**config.mk**
```make
export PLATFORM = sky130hd
export DESIGN_NAME = rtc_calendar_12_24
export DESIGN_NICKNAME = d
export VERILOG_FILES = /design/src/design/rtc_pkg.sv /design/src/design/rtc_calendar_12_24.sv
export SDC_FILE = /design/constraint.sdc
export NUM_CORES = 1
export LEC_CHECK = 0
export BUFFER_PORTS_ARGS = -buffer_cell sky130_fd_sc_hd__buf_2
export CORE_MARGIN = 4
export CORE_UTILIZATION = 36
export DETAILED_ROUTE_END_ITERATION = 10
export HOLD_SLACK_MARGIN = 0.12
export PLACE_DENSITY = 0.55
export SLEW_MARGIN = 10
export SYNTH_ARGS = -nofsm -noshare
export SYNTH_HDL_FRONTEND = slang
export SYNTH_SLANG_ARGS = --single-unit
```
**constraint.sdc**
```tcl
create_clock -name clock -period 5.42 [get_ports clock]
set_input_delay 0.542 -clock clock [delete_from_list [all_inputs] [get_ports clock]]
set_output_delay 0.542 -clock clock [all_outputs]
set_load 0.005 [all_outputs]
```
**src/design/rtc_pkg.sv**
```systemverilog
// Package for the real-time clock and calendar: opcodes, limits, state type and helpers.
`timescale 1ns / 1ps

package rtc_pkg;

   typedef enum logic [3:0] {
      OP_TICK   = 4'd0,
      OP_MODE   = 4'd1,
      OP_AMPM   = 4'd2,
      OP_YEAR   = 4'd3,
      OP_MONTH  = 4'd4,
      OP_DAY    = 4'd5,
      OP_HOUR   = 4'd6,
      OP_MINUTE = 4'd7,
      OP_SECOND = 4'd8
   } opcode_type;

   localparam int unsigned VALUE_W = 14;
   localparam int unsigned YEAR_W  = 14;
   localparam int unsigned MONTH_W = 4;
   localparam int unsigned DAY_W   = 5;
   localparam int unsigned HOUR_W  = 5;
   localparam int unsigned MIN_W   = 6;
   localparam int unsigned SEC_W   = 6;

   localparam int unsigned REQ_DATA_W = 16;
   localparam int unsigned REQ_USER_W = 4;
   localparam int unsigned RSP_DATA_W = 48;
   localparam int unsigned RSP_USED_W = 42;

   localparam logic [YEAR_W-1:0]  YEAR_MAX  = 14'd9999;
   localparam logic [MONTH_W-1:0] MONTH_MAX = 4'd12;
   localparam logic [SEC_W-1:0]   SIXTY_M1  = 6'd59;

   localparam logic [YEAR_W-1:0]  RST_YEAR   = 14'd2022;
   localparam logic [MONTH_W-1:0] RST_MONTH  = 4'd12;
   localparam logic [DAY_W-1:0]   RST_DAY    = 5'd31;
   localparam logic [HOUR_W-1:0]  RST_HOUR   = 5'd11;
   localparam logic [MIN_W-1:0]   RST_MINUTE = 6'd59;
   localparam logic [SEC_W-1:0]   RST_SECOND = 6'd47;

   typedef struct packed {
      logic [YEAR_W-1:0]  year;
      logic [MONTH_W-1:0] month;
      logic [DAY_W-1:0]   day;
      logic [HOUR_W-1:0]  hour;
      logic [MIN_W-1:0]   minute;
      logic [SEC_W-1:0]   second;
      logic               twelve_hour;
      logic               morning;
   } cal_type;

   // Days in a month; February gets 29 when the year is a multiple of four.
   function automatic logic [DAY_W-1:0] month_days(input logic [MONTH_W-1:0] month,
                                                    input logic [YEAR_W-1:0]  year);
      logic [DAY_W-1:0] days;
      unique case (month)
         4'd2:                      days = (year[1:0] == 2'b00) ? 5'd29 : 5'd28;
         4'd4, 4'd6, 4'd9, 4'd11:   days = 5'd30;
         default:                   days = 5'd31;
      endcase
      return days;
   endfunction

   function automatic logic [VALUE_W-1:0] clamp(input logic [VALUE_W-1:0] v,
                                                 input logic [VALUE_W-1:0] lo,
                                                 input logic [VALUE_W-1:0] hi);
      logic [VALUE_W-1:0] r;
      if (v < lo) begin
         r = lo;
      end else if (v > hi) begin
         r = hi;
      end else begin
         r = v;
      end
      return r;
   endfunction

endpackage

```
**src/design/rtc_calendar_12_24.sv**
```systemverilog
// Real-time clock and calendar with 12/24-hour modes, one command beat in, one snapshot out.
`timescale 1ns / 1ps

// Channel  | Dir | Handshake           | Payload
// req      | in  | req_tvalid/tready   | tuser: opcode[3:0]; tdata: load_value[13:0], 2 pad
// rsp      | out | rsp_tvalid/tready   | tdata: year, month, day, hour, minute, second,
//          |     |                     |        twelve_hour, is_morning, 6 pad bits
//
// One command beat per cycle sustained while rsp is not stalled; an accepted beat fills the
// input register, then the calendar and result register, where it raises rsp_tvalid.
// The result register frees for the next beat in the same cycle its beat is taken, so a
// stalled rsp holds one beat in each register before req_tready drops.
// Synchronous active-high reset loads 2022-12-31 11:59:47 in 24-hour mode, AM set,
// and empties both registers.

module rtc_calendar_12_24 (
   input  logic                                  clock,
   input  logic                                  reset,
   input  logic                                  req_tvalid,
   output logic                                  req_tready,
   input  logic [rtc_pkg::REQ_DATA_W-1:0]        req_tdata,  // [13:0] load_value, [15:14] 0
   input  logic [rtc_pkg::REQ_USER_W-1:0]        req_tuser,  // [3:0] opcode
   output logic                                  rsp_tvalid,
   input  logic                                  rsp_tready,
   // [13:0] year, [17:14] month, [22:18] day, [27:23] hour, [33:28] minute,
   // [39:34] second, [40] twelve_hour, [41] is_morning, [47:42] 0
   output logic [rtc_pkg::RSP_DATA_W-1:0]        rsp_tdata
);

   // input register
   logic                               in_valid_ff, in_valid_in;
   rtc_pkg::opcode_type                in_op_ff;
   logic [rtc_pkg::VALUE_W-1:0]        in_value_ff;

   // calendar state and result register
   rtc_pkg::cal_type                   cal_ff, cal_in;
   logic                               out_valid_ff, out_valid_in;
   logic [rtc_pkg::RSP_DATA_W-1:0]     out_data_ff, out_data_in;

   logic                               advance;
   logic                               is_morning;

   // tick scratch, one bit wider where the carry can overshoot
   logic [rtc_pkg::DAY_W:0]            day_t;
   logic [rtc_pkg::HOUR_W:0]           hour_t;
   logic [rtc_pkg::MONTH_W:0]          month_t;
   logic [rtc_pkg::DAY_W-1:0]          days_now;

   // Beat in the input register moves on when the result register is free or draining.
   assign advance     = in_valid_ff && (!out_valid_ff || rsp_tready);
   assign req_tready  = !in_valid_ff || advance;
   assign in_valid_in = req_tready ? req_tvalid : in_valid_ff;

   assign days_now = rtc_pkg::month_days(cal_ff.month, cal_ff.year);

   always_comb begin
      cal_in  = cal_ff;
      day_t   = {1'b0, cal_ff.day};
      hour_t  = {1'b0, cal_ff.hour};
      month_t = {1'b0, cal_ff.month};
      unique case (in_op_ff)
         rtc_pkg::OP_TICK: begin
            if (cal_ff.second >= rtc_pkg::SIXTY_M1) begin
               cal_in.second = '0;
               if (cal_ff.minute >= rtc_pkg::SIXTY_M1) begin
                  cal_in.minute = '0;
                  hour_t = hour_t + 6'd1;
                  if (cal_ff.twelve_hour) begin
                     if (hour_t == 6'd12) begin
                        cal_in.morning = !cal_ff.morning;
                        // new day at midnight, i.e. the flip into AM
                        if (!cal_ff.morning) begin
                           day_t = day_t + 6'd1;
                        end
                     end
                     if (hour_t >= 6'd13) begin
                        hour_t = 6'd1;
                     end
                  end else if (hour_t >= 6'd24) begin
                     hour_t = '0;
                     day_t  = day_t + 6'd1;
                  end
               end else begin
                  cal_in.minute = cal_ff.minute + 6'd1;
               end
            end else begin
               cal_in.second = cal_ff.second + 6'd1;
            end
            cal_in.hour = hour_t[rtc_pkg::HOUR_W-1:0];
            // a day past month end (also one left by a month or year load) rolls over
            if (day_t > {1'b0, days_now}) begin
               day_t   = 6'd1;
               month_t = month_t + 5'd1;
               if (month_t > {1'b0, rtc_pkg::MONTH_MAX}) begin
                  month_t = 5'd1;
                  cal_in.year = (cal_ff.year >= rtc_pkg::YEAR_MAX) ? '0 :
                                cal_ff.year + 14'd1;
               end
            end
            cal_in.day   = day_t[rtc_pkg::DAY_W-1:0];
            cal_in.month = month_t[rtc_pkg::MONTH_W-1:0];
         end
         rtc_pkg::OP_MODE: begin
            if (cal_ff.twelve_hour) begin
               cal_in.twelve_hour = 1'b0;
               if (!cal_ff.morning && cal_ff.hour < 5'd12) begin
                  cal_in.hour = cal_ff.hour + 5'd12;
               end else if (cal_ff.morning && cal_ff.hour == 5'd12) begin
                  cal_in.hour = '0;
               end
            end else begin
               cal_in.twelve_hour = 1'b1;
               if (cal_ff.hour == 5'd0) begin
                  cal_in.morning = 1'b1;
                  cal_in.hour    = 5'd12;
               end else if (cal_ff.hour >= 5'd13) begin
                  cal_in.morning = 1'b0;
                  cal_in.hour    = cal_ff.hour - 5'd12;
               end else begin
                  cal_in.morning = (cal_ff.hour < 5'd12);
               end
            end
         end
         rtc_pkg::OP_AMPM: begin
            if (cal_ff.twelve_hour) begin
               cal_in.morning = !cal_ff.morning;
            end
         end
         rtc_pkg::OP_YEAR: begin
            cal_in.year = rtc_pkg::clamp(in_value_ff, 14'd0, rtc_pkg::YEAR_MAX);
         end
         rtc_pkg::OP_MONTH: begin
            cal_in.month = 4'(rtc_pkg::clamp(in_value_ff, 14'd1, 14'd12));
         end
         rtc_pkg::OP_DAY: begin
            cal_in.day = 5'(rtc_pkg::clamp(in_value_ff, 14'd1, {9'd0, days_now}));
         end
         rtc_pkg::OP_HOUR: begin
            cal_in.hour = cal_ff.twelve_hour ?
                          5'(rtc_pkg::clamp(in_value_ff, 14'd1, 14'd12)) :
                          5'(rtc_pkg::clamp(in_value_ff, 14'd0, 14'd23));
         end
         rtc_pkg::OP_MINUTE: begin
            cal_in.minute = 6'(rtc_pkg::clamp(in_value_ff, 14'd0, 14'd59));
         end
         rtc_pkg::OP_SECOND: begin
            cal_in.second = 6'(rtc_pkg::clamp(in_value_ff, 14'd0, 14'd59));
         end
         default: begin
         end
      endcase
   end

   // in 24-hour mode the AM bit follows the hour
   assign is_morning = cal_in.twelve_hour ? cal_in.morning : (cal_in.hour < 5'd12);

   assign out_data_in = {{(rtc_pkg::RSP_DATA_W - rtc_pkg::RSP_USED_W){1'b0}},
                         is_morning, cal_in.twelve_hour, cal_in.second, cal_in.minute,
                         cal_in.hour, cal_in.day, cal_in.month, cal_in.year};

   assign out_valid_in = advance ? 1'b1 : (out_valid_ff && !rsp_tready);

   always_ff @(posedge clock) begin
      if (reset) begin
         in_valid_ff  <= 1'b0;
         out_valid_ff <= 1'b0;
         cal_ff <= '{year: rtc_pkg::RST_YEAR, month: rtc_pkg::RST_MONTH,
                     day: rtc_pkg::RST_DAY, hour: rtc_pkg::RST_HOUR,
                     minute: rtc_pkg::RST_MINUTE, second: rtc_pkg::RST_SECOND,
                     twelve_hour: 1'b0, morning: 1'b1};
      end else begin
         in_valid_ff  <= in_valid_in;
         out_valid_ff <= out_valid_in;
         if (advance) begin
            cal_ff <= cal_in;
         end
      end
   end

   always_ff @(posedge clock) begin
      if (req_tready && req_tvalid) begin
         in_op_ff    <= rtc_pkg::opcode_type'(req_tuser);
         in_value_ff <= req_tdata[rtc_pkg::VALUE_W-1:0];
      end
      if (advance) begin
         out_data_ff <= out_data_in;
      end
   end

   assign rsp_tvalid = out_valid_ff;
   assign rsp_tdata  = out_data_ff;

endmodule

```
; ---- Yosys cells after proc, flatten, opt, wreduce, memory -nomap -nowiden
; Index checks and enable logic that the tools add are counted.
[word_totals]
ff_bits = 104
input_bits = 24
out_inout_bits = 50
word_cells = 126
[op_classes]
n_addsub = 8
magnitude_cmp = 17
eq_ne = 15
n_mux = 58
n_reduce_logical = 15
[op_table]
columns = op, count
row1 = 5-bit two-way mux, 18
row2 = 6-bit two-way mux, 12
row3 = 14-bit two-way mux, 5
row4 = "14-bit by 1-bit < comparator with 1-bit output, second input constant", 2
row5 = 14-bit one-hot mux with 2 select lines, 1
row6 = "4-bit by 3-bit equality test with 1-bit output, second input constant", 6
row7 = 6-bit one-hot mux with 2 select lines, 2
row8 = 5-bit one-hot mux with 3 select lines, 1
row9 = "14-bit by 1-bit adder with 14-bit output, second input constant", 1
row10 = "14-bit >= comparator, second input constant", 1
row11 = "14-bit > comparator, second input constant", 1
row12 = "14-bit by 4-bit > comparator with 1-bit output, second input constant", 1
row13 = 14-bit by 5-bit > comparator with 1-bit output, 1
row14 = "14-bit by 5-bit > comparator with 1-bit output, second input constant", 1
row15 = "14-bit by 6-bit > comparator with 1-bit output, second input constant", 1
row16 = 1-bit two-way mux, 13
row17 = "5-bit by 1-bit adder with 6-bit output, second input constant", 2
row18 = "6-bit by 1-bit adder with 6-bit output, second input constant", 2
row19 = "4-bit by 2-bit equality test with 1-bit output, second input constant", 3
row20 = "4-bit equality test, second input constant", 3
row21 = "6-bit >= comparator, second input constant", 2
row22 = "5-bit by 4-bit < comparator with 1-bit output, second input constant", 2
row23 = 5-bit one-hot mux with 2 select lines, 1
row24 = 4-bit two-way mux, 2
row25 = 21 further kinds, 29

; ---- Logic depth before layout (Yosys ltp)
; Gate-level depths: netlist of the first run.
[logic_depth]
ltp_word = 10
ltp_mapped = 18
ltp_nobuf = 17

; ---- Least setup slack after synthesis of the first run
; OpenSTA, ideal clock, no wires.
[synth_timing]
path_kind = flip-flop to flip-flop
start = register cal_ff[15] (netlist bit)
end = register out_data_ff (netlist bit rsp_tdata[11]) (data pin)
setup_ps = 259
arrival_time_ps = 4070
required_ps = 5161
setup_slack_ps = 1091
stages_incl_launch_ff = 17
path_buffers = 0
synth_period_minus_slack_ps = 4329
cell_sequence = dfxtp_1 ha_1 a21boi_0 a311o_1 a211oi_4 nor2_1 nor2_1 o21ai_0 ha_1 nor2b_1 a2bb2oi_1 nand2_1 o31a_4 a2111oi_2 nor3_2 a21o_1 a211o_1
[synth_lines]
columns = element, line_no
row1 = start: declaration, rtc_calendar_12_24.sv:36  ; rtc_pkg::cal_type cal_ff, cal_in;
row2 = start signal: assignment, rtc_calendar_12_24.sv:167  ; cal_ff <= '{year: rtc_pkg::RST_YEAR, month: rtc_pkg::RST_MONTH,
row3 = start signal: assignment, rtc_calendar_12_24.sv:175  ; cal_ff <= cal_in;
row4 = end signal: assignment, rtc_calendar_12_24.sv:186  ; out_data_ff <= out_data_in;
row5 = end: declaration, rtc_calendar_12_24.sv:38  ; logic [rtc_pkg::RSP_DATA_W-1:0] out_data_ff, out_data_in;

==> results.sh, run 1 <==
export IMPL_yosysWarningCount=0
export IMPL_setup_tns_ns=0
export IMPL_grt_pass1_wl_mm=30.9
export IMPL_synth_edf_count=60
export IMPL_min_path_type="in2reg"
export IMPL_ant_nets=0
export IMPL_clk_latency_ns=0.37
export IMPL_num_vias=6023
export IMPL_maxCapViolations=0
export IMPL_clock_tree_buffer_depth=2
export IMPL_setup_viol=0
export IMPL_critPathArrivalTime_ns=4.96
export IMPL_cp_cell_sequence="ha_1, a21boi_0, a311o_1, a211oi_4, nor2_1, nor2_1, o21ai_0, ha_1, nor2b_1, a2bb2oi_2, nor4b_1, o22ai_1, a2111oi_2, nor3_4, a21o_1, a211o_1"
export IMPL_synthTopCellsByArea="edfxtp_1, dfxtp_1, nand2_1"
export IMPL_die_area_um2=20600
export IMPL_rows=49
export IMPL_antenna_found_initial=0
export IMPL_cp_num_buf_inv=0
export IMPL_finalWorstSetupSlack_ns=0.571
export IMPL_fin_skew_ns=0.0104
export IMPL_routabilityCongestion=0.903
export IMPL_p_sw_mw=0.552
export IMPL_num_fill_cells=1860
export IMPL_area_growth_pct=12.5
export IMPL_total_power_mw=1.89
export IMPL_die_x_um=143
export IMPL_cts_made_buffers=9
export IMPL_syn_inst=770
export IMPL_cts_tree="yes"
export IMPL_power_switching_share_pct=29.2
export IMPL_cp_start_kind="flop"
export IMPL_reg2reg_depth=16
export IMPL_start_util_pct=36.7
export IMPL_critical_path_class="reg2reg"
export IMPL_first_global_vias=5703
export IMPL_netlist_area_um2=6610
export IMPL_wl_per_cell_um=18.6
export IMPL_die_height_um=143
export IMPL_drive_above_1_share_pct=14.7
export IMPL_pre_cts_slack_ns=0.444
export IMPL_cp_max_fo=14
export IMPL_grt_max_degree=45
export IMPL_ys_flop_type="edfxtp_1"
export IMPL_seq_area_frac_synth_pct=40.6
export IMPL_critPathLaunch="cal_ff[14]$_SDFFE_PP1P_"
export IMPL_critPathSlowestCell="dfxtp_1"
export IMPL_synth_top_area_cell="edfxtp_1"
export IMPL_fin_crit_ns=4.85
export IMPL_grt_use_total_pct=19.0
export IMPL_post_cts_setup_buffers=0
export IMPL_holdBufCountCts=0
export IMPL_fmax_ghz=0.206
export IMPL_cts_sinks=104
export IMPL_yosys_cell_types_count=80
export IMPL_drc=0
export IMPL_worst_path_largest_cell_delay_ns=0.57
export IMPL_stdcell_area_um2=7430
export IMPL_p_int_mw=1.34
export IMPL_portBuffers=65
export IMPL_hold_viol=0
export IMPL_clockRootBuffer="clkbuf_16"
export IMPL_status="complete, no violations"
export IMPL_drtPass1Iterations=7
export IMPL_crit_end="rsp_tdata[11]$_DFFE_PP_"
export IMPL_design_core_area_um2=18000
export IMPL_place_area_um2=7100
export IMPL_grt_overflow_total=0
export IMPL_wirelength_mm=19.4
export IMPL_ir_worst_vdd_mv=0.155
export IMPL_rrSetupSlack_ns=0.57
export IMPL_reg2reg_from="cal_ff[14]$_SDFFE_PP1P_"
export IMPL_synth_top_area_share_pct=27.3
export IMPL_p_comb_share_pct=14.7
export IMPL_drt_iter0_drc=559
export IMPL_hold_worst_slack_ns=0.342
export IMPL_pwr_share_clk_pct=36.4
export IMPL_final_nets=854
export IMPL_relSlewSlack_pct=31.1
export IMPL_antenna_cells=0
export IMPL_htree_levels=3
export IMPL_p_leak_nw=2.82
export IMPL_ios=74
export IMPL_period_share_pct=89.5
export IMPL_crit_cells=16
export IMPL_power_share_sequential_pct=48.9
export IMPL_crit_path_end_kind="flop"
export IMPL_required_ns=5.53
export IMPL_drv_slew=0
export IMPL_p_per_area_nw_per_um2=254
export IMPL_synth_async_reset_ratio_pct=0
export IMPL_via_per_inst=5.77
export IMPL_syn_avg_cell_area_um2=8.58
export IMPL_ys_ff_latch=104
export IMPL_path_clk_slew_ns=0.08
export IMPL_rsz0062_at_grt="false"
export IMPL_dp_hpwl_mm=13.5
export IMPL_worst_pin_slew_ns=1.03
export IMPL_reg2reg_to="rsp_tdata[11]$_DFFE_PP_"
export IMPL_cp_top_family="compound AO/OA/AOI/OAI gates"
-- layout by cell type (no fill, tap or decap), types with 4 or more instances in the layout --
cell type	n
a211o_1	8
a211oi_1	10
a21boi_0	4
a21o_1	9
a21oi_1	35
a221o_1	5
a221oi_1	4
a22oi_1	6
a31oi_1	12
a41oi_1	5
and2_1	5
and3_1	7
buf_2	65
buf_4	16
clkbuf_16	10
conb_1	6
dfxtp_1	44
edfxtp_1	60
ha_1	20
inv_1	30
mux2i_1	6
nand2_1	86
nand3_1	33
nand4_1	15
nor2_1	73
nor2b_1	9
nor3_1	29
nor3b_1	4
o2111ai_1	4
o211ai_1	18
o21ai_0	63
o221ai_1	9
o22ai_1	9
o31a_1	4
or3_1	9
or4_1	5
xnor2_1	4
-- area by class of cell --
| class | instances | area [µm²] | area share (%) |
|---|---|---|---|
| clock buffer | 11 | 264 | 3.55 |
| clock inverter | 5 | 42.5 | 0.573 |
| inverter | 31 | 116 | 1.57 |
| multi-input combinational | 583 | 3590 | 48.3 |
| sequential | 104 | 2680 | 36.1 |
| tap | 229 | 287 | 3.86 |
| timing repair buffer | 81 | 445 | 6.00 |
-- timing repair --
item,4_1_cts,5_1_grt
setup endpoints to repair,0,13
endpoints found under the hold margin,0,0
resized for setup,0,4
-- state kept, by name (all words and copies together), names as in the netlist --
signal / count
cal_ff: 42
in_valid_ff: 1
rsp_tvalid: 1
in_op_ff: 4
in_value_ff: 14
rsp_tdata: 42
-- cells in the mapped netlist (4+ instances only) --
cell,count
nand2_1,86
nor2_1,73
o21ai_0,63
edfxtp_1,60
dfxtp_1,44
a21oi_1,35
clkbuf_1,35
nand3_1,33
inv_1,30
nor3_1,29
ha_1,20
o211ai_1,18
nand4_1,15
a31oi_1,12
a211oi_1,10
or3_1,10
a21o_1,9
nor2b_1,9
o221ai_1,9
o22ai_1,9
a211o_1,8
buf_2,8
and3_1,7
buf_4,7
a22oi_1,6
mux2i_1,6
a221o_1,5
a41oi_1,5
and2_1,5
or4_1,5
a21boi_0,4
a221oi_1,4
buf_1,4
nor3b_1,4
o2111ai_1,4
o31a_1,4
xnor2_1,4
-- cells by family after synthesis --
kind of cell | count (synthesis) | synth area share [%]
AO/OA/AOI/OAI | 244 | 25.9
multiplexers | 7 | 1.08
flip-flops | 104 | 40.6
adder cells (fa/ha/maj) | 20 | 3.79
buffers and inverters | 88 | 5.80
other | 1 | 0.0568
XOR/XNOR | 8 | 1.17
AND/OR/NAND/NOR | 298 | 21.6
-- worst min-delay path by stage --
stage,from,to,slack (ns),cells past startpoint
5_1_grt,req_tdata[6],in_value_ff[6]$_DFFE_PP_,0.34,1
6_report,req_tdata[6],in_value_ff[6]$_DFFE_PP_,0.34,1
2_1_floorplan,cal_ff[9]$_SDFFE_PP1P_,cal_ff[9]$_SDFFE_PP1P_,0.48,2
4_1_cts,req_tdata[6],in_value_ff[6]$_DFFE_PP_,0.34,1
3_3_place_gp,cal_ff[9]$_SDFFE_PP1P_,cal_ff[9]$_SDFFE_PP1P_,0.50,2
3_5_place_dp,cal_ff[9]$_SDFFE_PP1P_,cal_ff[9]$_SDFFE_PP1P_,0.52,2
-- layer usage --
layer	GRT usage, %	routed length [µm]	up-vias
met5	0	0	-
met4	8.13	466	0
met3	2.63	1090	32
met2	28.0	8390	179
met1	28.0	9490	2859
li1	-	-	2953
-- stage by stage --
step | cells | utilization [%]
after floorplan | 775 | -
after global placement | 1028 | 39.4
after detailed placement | 1028 | 39.4
after CTS | 1044 | 41.1
after global routing | 1044 | 41.2
final | 1044 | 41.2
-- power by group through the flow --
stage | sequential (mW) | combinational (mW) | clock (mW)
4_1_cts | 0.924 | 0.275 | 0.702
3_5_place_dp | 0.942 | 0.273 | 0
6_report | 0.925 | 0.278 | 0.687
5_1_grt | 0.931 | 0.310 | 0.734
2_1_floorplan | 0.920 | 0.204 | 0
3_3_place_gp | 0.943 | 0.272 | 0
Power figures use the tool's default switching activity.
==> run 2, diff against run 1 <==
--- a/config.mk
+++ b/config.mk
@@ -6,11 +6,13 @@
 export NUM_CORES = 1
 export LEC_CHECK = 0
 export BUFFER_PORTS_ARGS = -buffer_cell sky130_fd_sc_hd__buf_2
+export CELL_PAD_IN_SITES_DETAIL_PLACEMENT = 1
+export CELL_PAD_IN_SITES_GLOBAL_PLACEMENT = 2
 export CORE_MARGIN = 4
 export CORE_UTILIZATION = 36
 export DETAILED_ROUTE_END_ITERATION = 10
 export HOLD_SLACK_MARGIN = 0.12
-export PLACE_DENSITY = 0.55
+export PLACE_DENSITY_LB_ADDON = 0.08
 export SLEW_MARGIN = 10
 export SYNTH_ARGS = -nofsm -noshare
 export SYNTH_HDL_FRONTEND = slang
==> run 2 against run 1 <==
Net effect: critical path depth stayed put; worst setup slack worse by 0.059 ns; global-route usage is 3.0 points higher; sequential power hardly changed; via count is 3.7% higher; die area stayed put; register-to-register slack worse by 0.06 ns; critical endpoint unchanged; largest cell class unchanged.
==> results.sh, run 2 (synthesis gave the netlist of run 1 again) <==
export IMPL_hold_viol=0
export IMPL_multi_input_area_um2=3590
export IMPL_drc=0
export IMPL_worst_pin_slew_ns=1.07
export IMPL_fmax_ghz=0.204
export IMPL_drv_slew=0
export IMPL_p_leak_nw=2.83
export IMPL_min_path_type="in2reg"
export IMPL_cts_made_buffers=9
export IMPL_critPathArrivalTime_ns=5.04
export IMPL_mostFrequentLayoutCells="nand2_1, nor2_1, buf_2"
export IMPL_grt_max_degree=36
export IMPL_grt_overflow_total=0
export IMPL_path_clk_slew_ns=0.08
export IMPL_setup_viol=0
export IMPL_portBuffers=65
export IMPL_htree_levels=3
export IMPL_routabilityCongestion=0.893
export IMPL_start_util_pct=36.7
export IMPL_cp_start_kind="flop"
export IMPL_via_per_inst=5.96
export IMPL_area_growth_pct=12.5
export IMPL_grt_pass1_wl_mm=35.8
export IMPL_dp_hpwl_mm=16.1
export IMPL_cp_max_fo=17
export IMPL_status="complete, no violations"
export IMPL_grt_use_total_pct=22.1
export IMPL_num_vias=6246
export IMPL_num_fill_cells=2168
export IMPL_final_nets=858
export IMPL_crit_path_end_kind="flop"
export IMPL_place_area_um2=7130
export IMPL_drt_iter0_drc=388
export IMPL_ant_nets=0
export IMPL_drtPass1Iterations=5
export IMPL_antenna_cells=0
export IMPL_hold_worst_slack_ns=0.339
export IMPL_critical_path_class="reg2reg"
export IMPL_die_height_um=143
export IMPL_final_common_cell="nand2_1"
export IMPL_period_share_pct=90.6
export IMPL_design_core_area_um2=18000
export IMPL_cts_sinks=104
export IMPL_clk_latency_ns=0.37
export IMPL_register_area_um2=2680
export IMPL_fin_skew_ns=0.0139
export IMPL_cts_tree="yes"
export IMPL_ir_worst_vdd_mv=0.175
export IMPL_die_x_um=143
export IMPL_ios=74
export IMPL_required_ns=5.55
export IMPL_maxCapViolations=0
export IMPL_clock_tree_buffer_depth=2
export IMPL_antenna_found_initial=0
export IMPL_first_global_vias=6402
export IMPL_fin_crit_ns=4.91
export IMPL_rows=49
export IMPL_drive_above_1_share_pct=15.0
export IMPL_wl_per_cell_um=21.4
export IMPL_post_cts_setup_buffers=0
export IMPL_die_area_um2=20600
export IMPL_rsz0062_at_grt="false"
export IMPL_clockRootBuffer="clkbuf_16"
export IMPL_setup_tns_ns=0
export IMPL_wirelength_mm=22.5
export IMPL_p_per_area_nw_per_um2=253
export IMPL_relSlewSlack_pct=28.6
export IMPL_stdcell_area_um2=7430
run 2: cell count changes in the layout (fill, tap and decap cells not counted):
cell,change
buf_4,+4
clkinv_2,+2
inv_8,+2
clkbuf_1,+1
clkbuf_16,-1
clkbuf_8,-1
clkinv_4,-1
clkinvlp_4,-1
inv_6,-1
run 2: worst paths after layout:
| path | from | end | slack (ns) | cells after the start |
|---|---|---|---|---|
| worst min-delay path | req_tdata[12] | in_value_ff[12]$_DFFE_PP_ | 0.34 | 1 |
| worst max register to register | cal_ff[15]$_SDFFE_PP1P_ | rsp_tdata[11]$_DFFE_PP_ | 0.51 | 16 |
| worst max-delay path | cal_ff[15]$_SDFFE_PP1P_ | rsp_tdata[11]$_DFFE_PP_ | 0.51 | 16 |
| worst min register to register | in_valid_ff$_SDFFE_PP0N_ | rsp_tvalid$_SDFF_PP0_ | 0.53 | 2 |
run 2: timing repair:
action                                  in CTS  in global routing
hold buffers                                 0                  0
endpoints found under the setup margin       0                 17
resized for setup                            0                  4
run 2: cell type report:
class	instances	area share (%)
multi-input cells	583	48.3
flip-flops and latches	104	36.1
inverters	31	1.57
repair buffers	85	6.40
clock inverters	6	0.673
clock buffers	10	3.08
well taps	229	3.86
run 2: critical path, cell delays in order (launching register included):
cell	delay (ns)
dfxtp_1	0.55
ha_1	0.33
a21boi_0	0.14
a311o_1	0.41
a211oi_4	0.25
nor2_1	0.09
nor2_1	0.27
o21ai_0	0.15
ha_1	0.32
nor2b_1	0.17
a2bb2oi_2	0.25
nor4b_1	0.27
o22ai_1	0.21
a2111oi_2	0.52
nor3_4	0.21
a21o_1	0.22
a211o_1	0.29
run 2: per-layer routing:
layer | vias to the layer above | GRT usage (%) | share of wire (%)
met1 | 3128 | 30.3 | 47
met4 | 0 | 5.20 | 1.6
met5 | - | 0 | 0
met3 | 24 | 3.13 | 3.4
met2 | 135 | 37.0 | 48
li1 | 2959 | - | -
run 2: report_power, final:
| group | total [mW] | switching (mW) | internal [mW] |
|---|---|---|---|
| logic | 0.291 | 0.186 | 0.105 |
| registers | 0.925 | 0.0473 | 0.878 |
| clock network | 0.663 | 0.342 | 0.321 |
run 2: through the flow:
step	setup slack (ns)	util, %	power [mW]	std cells
after floorplan	1.09	-	1.12	775
after global placement	0.520	39.5	1.22	1032
after detailed placement	0.285	39.5	1.23	1032
after CTS	0.255	41.1	1.89	1048
after global routing	0.0886	41.2	1.96	1048
final	0.512	41.2	1.88	1048
